$ cat config.mk
export PLATFORM = sky130hd
export DESIGN_NAME = byte_pipe_ring_fifo_top
export DESIGN_NICKNAME = d
export VERILOG_FILES = /design/src/sv/bpr_pkg.sv /design/src/sv/byte_pipe_ring_fifo_top.sv
export SDC_FILE = /design/constraint.sdc
export NUM_CORES = 2
export LEC_CHECK = 0
export BUFFER_PORTS_ARGS = -buffer_cell sky130_fd_sc_hd__buf_2
export CAP_MARGIN = 20
export CORE_MARGIN = 3
export CORE_UTILIZATION = 39
export CTS_CLUSTER_DIAMETER = 100
export DETAILED_ROUTE_END_ITERATION = 8
export PLACE_DENSITY = 0.5
export SLEW_MARGIN = 20
export SYNTH_ARGS = -nofsm -noshare
export SYNTH_HDL_FRONTEND = slang
export SYNTH_SLANG_ARGS = --single-unit
$ cat constraint.sdc
create_clock -name clk -period 4.8 [get_ports clk]
set_input_delay 0.96 -clock clk [delete_from_list [all_inputs] [get_ports clk]]
set_output_delay 0.96 -clock clk [all_outputs]
set_load 0.02 [all_outputs]
$ cat src/sv/bpr_pkg.sv
// Shared types and constants for the byte pipe ring FIFO.
package bpr_pkg;

  // Default geometry of the ring and the read burst limit.
  localparam int DEPTH_DEF    = 256;
  localparam int MAX_READ_DEF = 64;

  // Command codes carried by a request.
  typedef enum logic [1:0] {
    CMD_WRITE       = 2'd0,
    CMD_READ        = 2'd1,
    CMD_CLOSE_WRITE = 2'd2,
    CMD_CLOSE_READ  = 2'd3
  } cmd_t;

  // Status codes carried by a response.
  typedef enum logic [2:0] {
    ST_DATA   = 3'd0,
    ST_WROK   = 3'd1,
    ST_CLOSED = 3'd2,
    ST_EOF    = 3'd3,
    ST_AGAIN  = 3'd4,
    ST_PIPE   = 3'd5,
    ST_INVAL  = 3'd6
  } status_t;

  // Control states of the pipe.
  typedef enum logic {
    S_IDLE = 1'b0,
    S_READ = 1'b1
  } state_t;

  // One request item.
  typedef struct packed {
    cmd_t       cmd;
    logic [7:0] wr_byte;
    logic [6:0] read_len;
    logic       abort_pending;
  } req_t;

  // One response item.
  typedef struct packed {
    status_t    status;
    logic [7:0] rd_byte;
    logic       last;
  } rsp_t;

endpackage

$ cat src/sv/byte_pipe_ring_fifo_top.sv
// Byte pipe over a power-of-two ring buffer held in one synchronous memory.
//
// Requests arrive on the req channel (req_valid, req_stall, req) and responses
// leave on the rsp channel (rsp_valid, rsp_stall, rsp). A transfer happens on a
// rising edge where valid is high and stall is low.
// A write, a close or a refused read gives one response, registered, in the
// cycle after the request transfer; such requests can follow each other every
// cycle while the response side keeps taking transfers.
// A read streams one data response per byte, up to the requested length capped
// by MAX_READ and the bytes held, one per cycle while the receiver takes them,
// through the ring memory's read register and then the response register; the
// last one carries last. No request is taken during a burst.
// When the receiver stalls, the response register holds its transfer, no new
// memory read is issued beyond the one already in flight, and req_stall
// stays high until the response register can take a new result.
// Reset clears both pointers and both closed flags, and empties the response
// register. The ring contents are not cleared; only written slots are read.
module byte_pipe_ring_fifo_top #(
  parameter int DEPTH    = bpr_pkg::DEPTH_DEF,
  parameter int MAX_READ = bpr_pkg::MAX_READ_DEF
) (
  input  logic          clk,
  input  logic          rst,
  input  logic          req_valid,
  output logic          req_stall,
  input  bpr_pkg::req_t req,
  output logic          rsp_valid,
  input  logic          rsp_stall,
  output bpr_pkg::rsp_t rsp
);
  import bpr_pkg::*;

  localparam int AW = (DEPTH > 1) ? $clog2(DEPTH) : 1;
  localparam int CW = $clog2(MAX_READ + 1);
  localparam int LW = (AW > 7) ? AW : 7;

  // Ring storage and pointers.
  logic [7:0]    store [DEPTH];
  logic [7:0]    mem_q;
  logic [AW-1:0] write_ptr;
  logic [AW-1:0] read_ptr;
  logic          writer_done;
  logic          reader_done;

  // Read burst control.
  state_t        state;
  state_t        state_next;
  logic [CW-1:0] remaining;
  logic          rd_pend;
  logic          rd_last;

  // Handshake and datapath controls.
  logic          load;
  logic          accept;
  logic          issue;
  logic          drain;
  logic          mem_we;
  logic [AW-1:0] fill;
  logic          full;
  logic [6:0]    len_sat;
  logic [LW-1:0] count;
  logic          single;
  status_t       single_status;

  // The response register can take a new result this cycle.
  assign load = !rsp_valid || !rsp_stall;
  assign fill = write_ptr - read_ptr;
  assign full = (fill == {AW{1'b1}});
  assign accept = req_valid && !req_stall;
  assign drain = rd_pend && load;

  // Burst length: saturated request length limited by the bytes available.
  always_comb begin
    len_sat = (req.read_len > 7'(MAX_READ)) ? 7'(MAX_READ) : req.read_len;
    if (LW'(fill) < LW'(len_sat)) begin
      count = LW'(fill);
    end else begin
      count = LW'(len_sat);
    end
  end

  // Decode the single-result commands.
  always_comb begin
    single        = 1'b1;
    single_status = ST_CLOSED;
    mem_we        = 1'b0;
    unique case (req.cmd)
      CMD_WRITE: begin
        if (full && !reader_done) begin
          single_status = ST_AGAIN;
        end else if (reader_done || req.abort_pending) begin
          single_status = ST_PIPE;
        end else begin
          single_status = ST_WROK;
          mem_we        = accept;
        end
      end
      CMD_READ: begin
        if (req.read_len == 7'd0) begin
          single_status = ST_INVAL;
        end else if (fill == '0) begin
          single_status = writer_done ? ST_EOF : ST_AGAIN;
        end else begin
          single = 1'b0;
        end
      end
      CMD_CLOSE_WRITE, CMD_CLOSE_READ: begin
        single_status = ST_CLOSED;
      end
      default: begin
        single_status = ST_CLOSED;
      end
    endcase
  end

  // Next state.
  always_comb begin
    state_next = state;
    unique case (state)
      S_IDLE: begin
        if (accept && !single) begin
          state_next = S_READ;
        end
      end
      S_READ: begin
        if (drain && rd_last) begin
          state_next = S_IDLE;
        end
      end
      default: state_next = S_IDLE;
    endcase
  end

  // State outputs.
  always_comb begin
    req_stall = 1'b1;
    issue     = 1'b0;
    unique case (state)
      S_IDLE: begin
        req_stall = !load;
      end
      S_READ: begin
        issue = (remaining != '0) && (!rd_pend || load);
      end
      default: begin
        req_stall = 1'b1;
      end
    endcase
  end

  always_ff @(posedge clk) begin
    if (rst) begin
      state <= S_IDLE;
    end else begin
      state <= state_next;
    end
  end

  // Ring memory: one write port, one registered read port.
  always_ff @(posedge clk) begin
    if (mem_we) begin
      store[write_ptr] <= req.wr_byte;
    end
    if (issue) begin
      mem_q <= store[read_ptr];
    end
  end

  // Pointers, closed flags and burst counters.
  always_ff @(posedge clk) begin
    if (rst) begin
      write_ptr   <= '0;
      read_ptr    <= '0;
      writer_done <= 1'b0;
      reader_done <= 1'b0;
      remaining   <= '0;
      rd_pend     <= 1'b0;
      rd_last     <= 1'b0;
    end else begin
      if (mem_we) begin
        write_ptr <= write_ptr + 1'b1;
      end
      if (accept && req.cmd == CMD_CLOSE_WRITE) begin
        writer_done <= 1'b1;
      end
      if (accept && req.cmd == CMD_CLOSE_READ) begin
        reader_done <= 1'b1;
      end
      if (accept && !single) begin
        remaining <= CW'(count);
      end else if (issue) begin
        remaining <= remaining - 1'b1;
      end
      if (issue) begin
        read_ptr <= read_ptr + 1'b1;
        rd_pend  <= 1'b1;
        rd_last  <= (remaining == CW'(1));
      end else if (drain) begin
        rd_pend <= 1'b0;
      end
    end
  end

  // Response register.
  always_ff @(posedge clk) begin
    if (rst) begin
      rsp_valid <= 1'b0;
    end else if (load) begin
      rsp_valid <= (accept && single) || rd_pend;
    end
  end

  always_ff @(posedge clk) begin
    if (drain) begin
      rsp.status  <= ST_DATA;
      rsp.rd_byte <= mem_q;
      rsp.last    <= rd_last;
    end else if (load && accept && single) begin
      rsp.status  <= single_status;
      rsp.rd_byte <= 8'd0;
      rsp.last    <= 1'b1;
    end
  end

  // A memory read in flight only exists during a burst.
  a_pend_in_read: assert property (@(posedge clk) disable iff (rst)
    rd_pend |-> state == S_READ)
    else $error("read in flight outside a burst");

  // A burst always has work left: bytes to fetch or a byte to deliver.
  a_burst_busy: assert property (@(posedge clk) disable iff (rst)
    state == S_READ |-> (remaining != '0 || rd_pend))
    else $error("burst stuck with nothing to do");

  // Delivering the final byte ends the burst.
  a_last_ends: assert property (@(posedge clk) disable iff (rst)
    (drain && rd_last) |=> state == S_IDLE)
    else $error("burst did not end after its last byte");

  // The ring never takes a byte while full.
  a_no_overrun: assert property (@(posedge clk) disable iff (rst)
    mem_we |-> !full)
    else $error("write into a full ring");

  // A delivered data byte leaves the response register valid next cycle.
  a_drain_out: assert property (@(posedge clk) disable iff (rst)
    drain |=> (rsp_valid && rsp.status == ST_DATA))
    else $error("burst byte lost on the response side");

endmodule
Word-level counts from Yosys, hierarchy flattened
Memory sizes are Yosys's and may differ from the RTL's. A register that Yosys moved wholly into a read port is not among the register bits.
Index checks and enable logic that the tools add are counted.
{"block": "totals", "regBits": 41, "ramBits": 2048, "in_bits": 22, "output_inout_bits": 14, "word_cells": 82, "mem_count": 1}
{"name": "store", "depth": 256, "word_bits": 8, "read_ports": 1, "rd_clocked_by_memory_dff": 1, "write_ports": 1, "line_no": "byte_pipe_ring_fifo_top.sv:38", "source": "logic [7:0] store [DEPTH];"}
{"block": "op_classes", "add_sub_neg": 4, "magnitude_cmp": 2, "n_eq_ne": 5, "muxes": 27, "bitwise_logic": 1, "reduce_logical": 30}
{"op": "two-way mux 7 bit", "n": 4}
{"op": "two-way mux 9 bit", "n": 2}
{"op": "adder 8 x 1 -> 8 bit, second input constant", "n": 2}
{"op": "two-way mux 3 bit", "n": 5}
{"op": "two-way mux 1 bit", "n": 14}
{"op": "logical AND 1 bit", "n": 11}
{"op": "case mux 3 bit (3 select lines)", "n": 1}
{"op": "equality test 8 bit, second input constant", "n": 1}
{"op": "zero test 8 bit", "n": 1}
{"op": "< comparator 8 x 7 -> 1 bit", "n": 1}
{"op": "subtractor 8 bit", "n": 1}
{"op": "equality test 7 x 1 -> 1 bit, second input constant", "n": 1}
{"op": "greater-than comparator 7 bit, second input constant", "n": 1}
{"op": "zero test 1 bit", "n": 7}
{"op": "zero test 7 bit", "n": 1}
{"op": "nonzero test 7 bit", "n": 1}
{"op": "subtractor 7 x 1 -> 7 bit, second input constant", "n": 1}
{"op": "nonzero test 2 bit", "n": 3}
{"op": "equality test 2 bit, second input constant", "n": 2}
{"op": "logical OR 1 bit", "n": 4}
{"op": "equality test 2 x 1 -> 1 bit, second input constant", "n": 1}
{"op": "zero test 2 bit", "n": 1}
{"op": "case mux 1 bit (2 select lines)", "n": 1}
{"op": "OR reduction 2 bit", "n": 1}
{"op": "inverter 1 bit", "n": 1}

Longest topological paths before layout
{"block": "depth", "depth_word": 11, "mapped_depth": 17, "ltp_nobuf": 15}

Worst setup path before layout
Ideal clock, no wire load.
{"block": "synth_timing", "path_type": "register to register", "startpoint": "register read_ptr[2]", "endpoint": "register remaining[0]", "setup_time_ns": 0.136, "t_arrival_ns": 4.142, "t_required_ns": 4.664, "setup_slack_ns": 0.522, "stages_incl_launch_ff": 18, "path_buffers": 4, "period_less_slack_ns": 4.278, "cell_sequence": "dfxtp_1 buf_2 inv_1 buf_2 buf_1 buf_2 ha_1 a211oi_1 o21bai_1 a21oi_2 xor2_2 inv_1 ha_1 o2111a_1 a221oi_1 nand2_1 a2111oi_0 a211oi_1"}
{"block": "synth_via", "elab_chain_cells": 8, "elab_cells_between_ends": 11, "cone_classes": "1 x add/sub; 1 x order compare; 5 x mux; 4 x reduce/logical"}
{"item": "from (decl)", "line_no": "byte_pipe_ring_fifo_top.sv:41", "source": "logic [AW-1:0] read_ptr;"}
{"item": "from (signal assigned)", "line_no": "byte_pipe_ring_fifo_top.sv:195", "source": "read_ptr <= read_ptr + 1'b1;"}
{"item": "subtractor 8 bit *", "line_no": "byte_pipe_ring_fifo_top.sv:67", "source": "assign fill = write_ptr - read_ptr;"}
{"item": "zero test 8 bit", "line_no": "byte_pipe_ring_fifo_top.sv:101", "source": "end else if (fill == '0) begin"}
{"item": "two-way mux 1 bit", "line_no": "byte_pipe_ring_fifo_top.sv:101"}
{"item": "two-way mux 1 bit", "line_no": "byte_pipe_ring_fifo_top.sv:99", "source": "if (req.read_len == 7'd0) begin"}
{"item": "two-way mux 1 bit", "line_no": "byte_pipe_ring_fifo_top.sv:87", "source": "unique case (req.cmd)"}
{"item": "zero test 1 bit", "line_no": "byte_pipe_ring_fifo_top.sv:189", "source": "if (accept && !single) begin"}
{"item": "logical AND 1 bit", "line_no": "byte_pipe_ring_fifo_top.sv:189"}
{"item": "two-way mux 7 bit or nonzero test 2 bit (tied branches)"}
{"item": "to (signal assigned)", "line_no": "byte_pipe_ring_fifo_top.sv:190", "source": "remaining <= CW'(count);"}
{"item": "to (signal assigned)", "line_no": "byte_pipe_ring_fifo_top.sv:192", "source": "remaining <= remaining - 1'b1;"}
{"item": "to (decl)", "line_no": "byte_pipe_ring_fifo_top.sv:48", "source": "logic [CW-1:0] remaining;"}
Mark *: on every way between the ends. The rest lies on a longest branch, timed or not.
A chain may end at the register's enable or synchronous reset.

Final worst setup path
{"block": "layout_timing", "startpoint": "register read_ptr[0]", "endpoint": "memory store[51][0] (enable)"}
{"block": "layout_via", "elab_chain_cells": 7}
{"item": "subtractor 8 bit", "line_no": "byte_pipe_ring_fifo_top.sv:67"}
{"item": "equality test 8 bit", "line_no": "byte_pipe_ring_fifo_top.sv:68", "source": "assign full = (fill == {AW{1'b1}});"}
{"item": "logical AND 1 bit", "line_no": "byte_pipe_ring_fifo_top.sv:89", "source": "if (full && !reader_done) begin"}
{"item": "two-way mux 1 bit", "line_no": "byte_pipe_ring_fifo_top.sv:89"}
{"item": "two-way mux 1 bit", "line_no": "byte_pipe_ring_fifo_top.sv:87"}
{"item": "two-way mux 1 bit", "line_no": "byte_pipe_ring_fifo_top.sv:161", "source": "if (mem_we) begin"}
{"item": "two-way mux 1 bit (implied by the code)", "line_no": "byte_pipe_ring_fifo_top.sv:162", "source": "store[write_ptr] <= req.wr_byte;"}
{"item": "to (decl)", "line_no": "byte_pipe_ring_fifo_top.sv:38"}
Every way passes these cells.

==> results.sh <==
export IMPL_status="completed"
export IMPL_worst_pin_slew_ns=1.115
export IMPL_min_delay_path_class="in -> reg"
export IMPL_io_buffers=35
export IMPL_gr_usage_all_layers_pct=21.73
export IMPL_ctsResizeCount=0
export IMPL_layout_nets=4309
export IMPL_peakVddDrop_mv=0.3234
export IMPL_synthFlopType="edfxtp_1"
export IMPL_drc=0
export IMPL_start_util_pct=39.34
export IMPL_ys_seq_area_share_pct=75.76
export IMPL_cp_arrival_ns=4.95
export IMPL_cts_inserted_buffers=215
export IMPL_seq_power_share_pct=53.8
export IMPL_clk_pin_slew_ns=0.06
export IMPL_cellPowerDensity_nw_per_um2=398.0
export IMPL_final_cell_area_sq_um=94000
export IMPL_yosysTopAreaCell="edfxtp_1"
export IMPL_placed_area_sq_um=86920
export IMPL_syn_inst=4060
export IMPL_yosys_top_cells_area="edfxtp_1, mux4_2, mux2i_1, nor2_1, dfxtp_1"
export IMPL_fmax_mhz=223.6
export IMPL_drt_iter0_markers=4108
export IMPL_yosys_area_share_simple_pct=3.159
export IMPL_swShare_pct=20.09
export IMPL_place_congestion=0.8341
export IMPL_drv_cap=0
export IMPL_post_cts_buffers=0
export IMPL_rsz0062_at_grt="false"
export IMPL_grt_pass1_vias=42320
export IMPL_rows=168
export IMPL_grt_max_degree=122
export IMPL_worst_setup_path_start_kind="flip-flop"
export IMPL_setup_slack_ns=0.3274
export IMPL_synth_xor_area_share_pct=0.1876
export IMPL_vias=41560
export IMPL_drive_gt1_share_pct=24.37
export IMPL_synth_top_family_by_area="multiplexers"
export IMPL_p_leak_uw=0.02834
export IMPL_layout_min_cycle_time_ns=4.473
export IMPL_fin_skew_ns=0.02710
export IMPL_synth_edf_count=2065
export IMPL_synth_mux_area_share_pct=15.61
export IMPL_synth_compound_area_share_pct=3.126
export IMPL_synthAdderAreaFrac_pct=0.3420
export IMPL_critPathKind="reg -> reg"
export IMPL_hpwl_mm=145.0
export IMPL_htree_num_levels=4
export IMPL_clk_latency_ns=0.85
export IMPL_first_pass_iters=7
export IMPL_final_antenna_net_count=0
export IMPL_pin_count=36
export IMPL_root_buffer="clkbuf_16"
export IMPL_postRouteWirelength_mm=236.8
export IMPL_cp_data_required_time_ns=5.27
export IMPL_ys_types=83
export IMPL_synth_net_count=4104
export IMPL_setup_viol=0
export IMPL_synth_top_cell_area_share_pct=74.99
export IMPL_clkPwrFrac_pct=44.9
export IMPL_die_area_sq_um=217600
export IMPL_yosys_warnings=0
export IMPL_p_int_uw=29900
export IMPL_slew_headroom_pct=25.70
export IMPL_die_h_um=466.5
export IMPL_p_switching_uw=7518
export IMPL_area_delta_synth_final_pct=13.68
export IMPL_cts_buffer_depth=3
export IMPL_setup_tns_ns=0
export IMPL_core_area_sq_um=210200
export IMPL_grt_pass1_wl_mm=335.4
export IMPL_die_w_um=466.5
export IMPL_grt_overflow_total=0
export IMPL_timing_final_max_slew_violations=0
export IMPL_endpoint_kind="flip-flop"
export IMPL_cts_hold_buf=0
export IMPL_async_flop_share_pct=0
export IMPL_clock_sinks=2097
export IMPL_ys_seq_elements=2097
export IMPL_antenna_found_initial=4
export IMPL_dp_slack_ns=0.3859
export IMPL_synth_avg_cell_area_sq_um=20.37
export IMPL_wl_per_cell_um=32.61
export IMPL_hold_viol_final=0
export IMPL_post_route_period_util_pct=93.18
export IMPL_cts_tree="done"
export IMPL_critPathMaxFanout=53
export IMPL_combPwrFrac_pct=1.3
export IMPL_synth_area_sq_um=82690
export IMPL_avgViaCountPerCell=5.724
==> cells by family (layout without fill, tap and decap cells) <==
kind of cell / count (synthesis) / after routing
AOI/OAI and AO/OA: 373 / 373
xor gates and xnor gates: 16 / 16
adders and majority gates: 22 / 22
buffers and inverters: 260 / 653
DFF: 2097 / 2097
muxes: 683 / 683
other: 0 / 3
and+or+nand+nor: 609 / 609
==> registers in the layout (all words and copies together) (netlist names) <==
| register | count |
|---|---|
| state | 1 |
| reader_done | 1 |
| read_ptr | 8 |
| rd_pend | 1 |
| rd_last | 1 |
| writer_done | 1 |
| mem_q | 8 |
| remaining | 7 |
| rsp_valid | 1 |
| store | 2048 |
| write_ptr | 8 |
| rsp | 12 |
==> power by group through the flow <==
stage | sequential (uW) | clock [uW] | combinational [uW]
5_1_grt | 20100 | 17900 | 532
6_report | 20100 | 16800 | 491
2_1_floorplan | 20500 | 0 | 56.8
3_3_place_gp | 20500 | 0 | 504
3_5_place_dp | 20500 | 0 | 509
4_1_cts | 20100 | 17200 | 506
==> Yosys cell counts (7+ instances only) <==
cell type,instances
ha_1,21
or4_1,8
and3_1,8
nor2b_1,10
a221oi_1,30
and2_1,15
o31ai_1,9
buf_4,19
or3_1,7
nand2_1,163
a2111oi_0,10
o211ai_1,11
nor3_1,35
nand2b_1,8
edfxtp_1,2065
nor2_1,303
a31oi_1,11
o22ai_1,21
a22oi_1,32
dfxtp_1,32
a21oi_1,92
a211oi_1,16
inv_1,22
nand3_1,23
buf_2,85
clkbuf_1,73
xnor2_1,10
nand4_1,8
buf_6,30
a21o_1,8
mux2i_1,194
mux4_2,485
o221ai_1,27
buf_1,19
o21ai_0,52
==> cell usage in the layout (no fill, tap or decap), drive strengths merged, types with 5 or more instances in the layout <==
| master | count |
|---|---|
| a2111oi | 14 |
| a211oi | 16 |
| a21o | 8 |
| a21oi | 93 |
| a221oi | 30 |
| a22oi | 32 |
| a31oi | 11 |
| and2 | 16 |
| and3 | 8 |
| buf | 222 |
| bufinv | 24 |
| clkbuf | 263 |
| clkinv | 96 |
| clkinvlp | 13 |
| dfxtp | 32 |
| edfxtp | 2065 |
| ha | 21 |
| inv | 35 |
| mux2i | 194 |
| mux4 | 485 |
| nand2 | 164 |
| nand2b | 8 |
| nand3 | 23 |
| nand4 | 9 |
| nor2 | 303 |
| nor2b | 10 |
| nor3 | 35 |
| nor4 | 6 |
| o211ai | 11 |
| o21ai | 55 |
| o221ai | 27 |
| o22ai | 21 |
| o31ai | 9 |
| or3 | 7 |
| or4 | 8 |
| xnor2 | 11 |
| xor2 | 5 |
==> critical path: stages (launching register included) <==
cell      delay, ns
dfxtp_4        0.54
ha_1           0.21
inv_1          0.05
fa_1           0.44
a211oi_1       0.25
o21bai_1       0.12
a21oi_2        0.19
xor2_2         0.37
nor4_2         0.14
or4_4          0.93
nor2_1         0.76
==> final timing paths <==
kind,from,to,slack [ns],cells past startpoint
worst max-delay path,read_ptr[0],store[51][0],0.33,10
worst min-delay path,rsp_stall,rsp_valid,0.47,3
worst max register to register,read_ptr[0],store[51][0],0.33,10
worst min register to register,rd_last,rd_last,0.47,2
==> routing by layer <==
layer	vias up	global-route usage (%)	wire length, um
met5	-	0	0
met4	0	6.212	6505
met3	307	3.558	14500
met2	1482	34.10	111800
met1	22520	31.45	104000
li1	17260	-	-
==> through the flow <==
stage	std cells	utilization [%]	hold WS (ns)	total power, uW
after floorplan	4060	-	0.4400	20580
after global placement	6853	41.35	0.4545	21010
after detailed placement	6853	41.35	0.4658	21020
after CTS	7258	44.72	0.3773	37770
after global routing	7259	44.72	0.4483	38500
final	7261	44.72	0.4657	37410
==> layout make-up <==
| class | instances | area [sq um] |
|---|---|---|
| Fill cell | 17890 | 116200 |
| Clock inverter | 143 | 1386 |
| Sequential cell | 2097 | 62670 |
| Multi-Input combinational cell | 1703 | 18640 |
| Inverter | 25 | 101.3 |
| Timing Repair Buffer | 223 | 2003 |
| Tap cell | 2805 | 3510 |
| Antenna cell | 3 | 7.507 |
| Clock buffer | 262 | 5684 |
No activity file was read; power rests on OpenSTA's default activity.
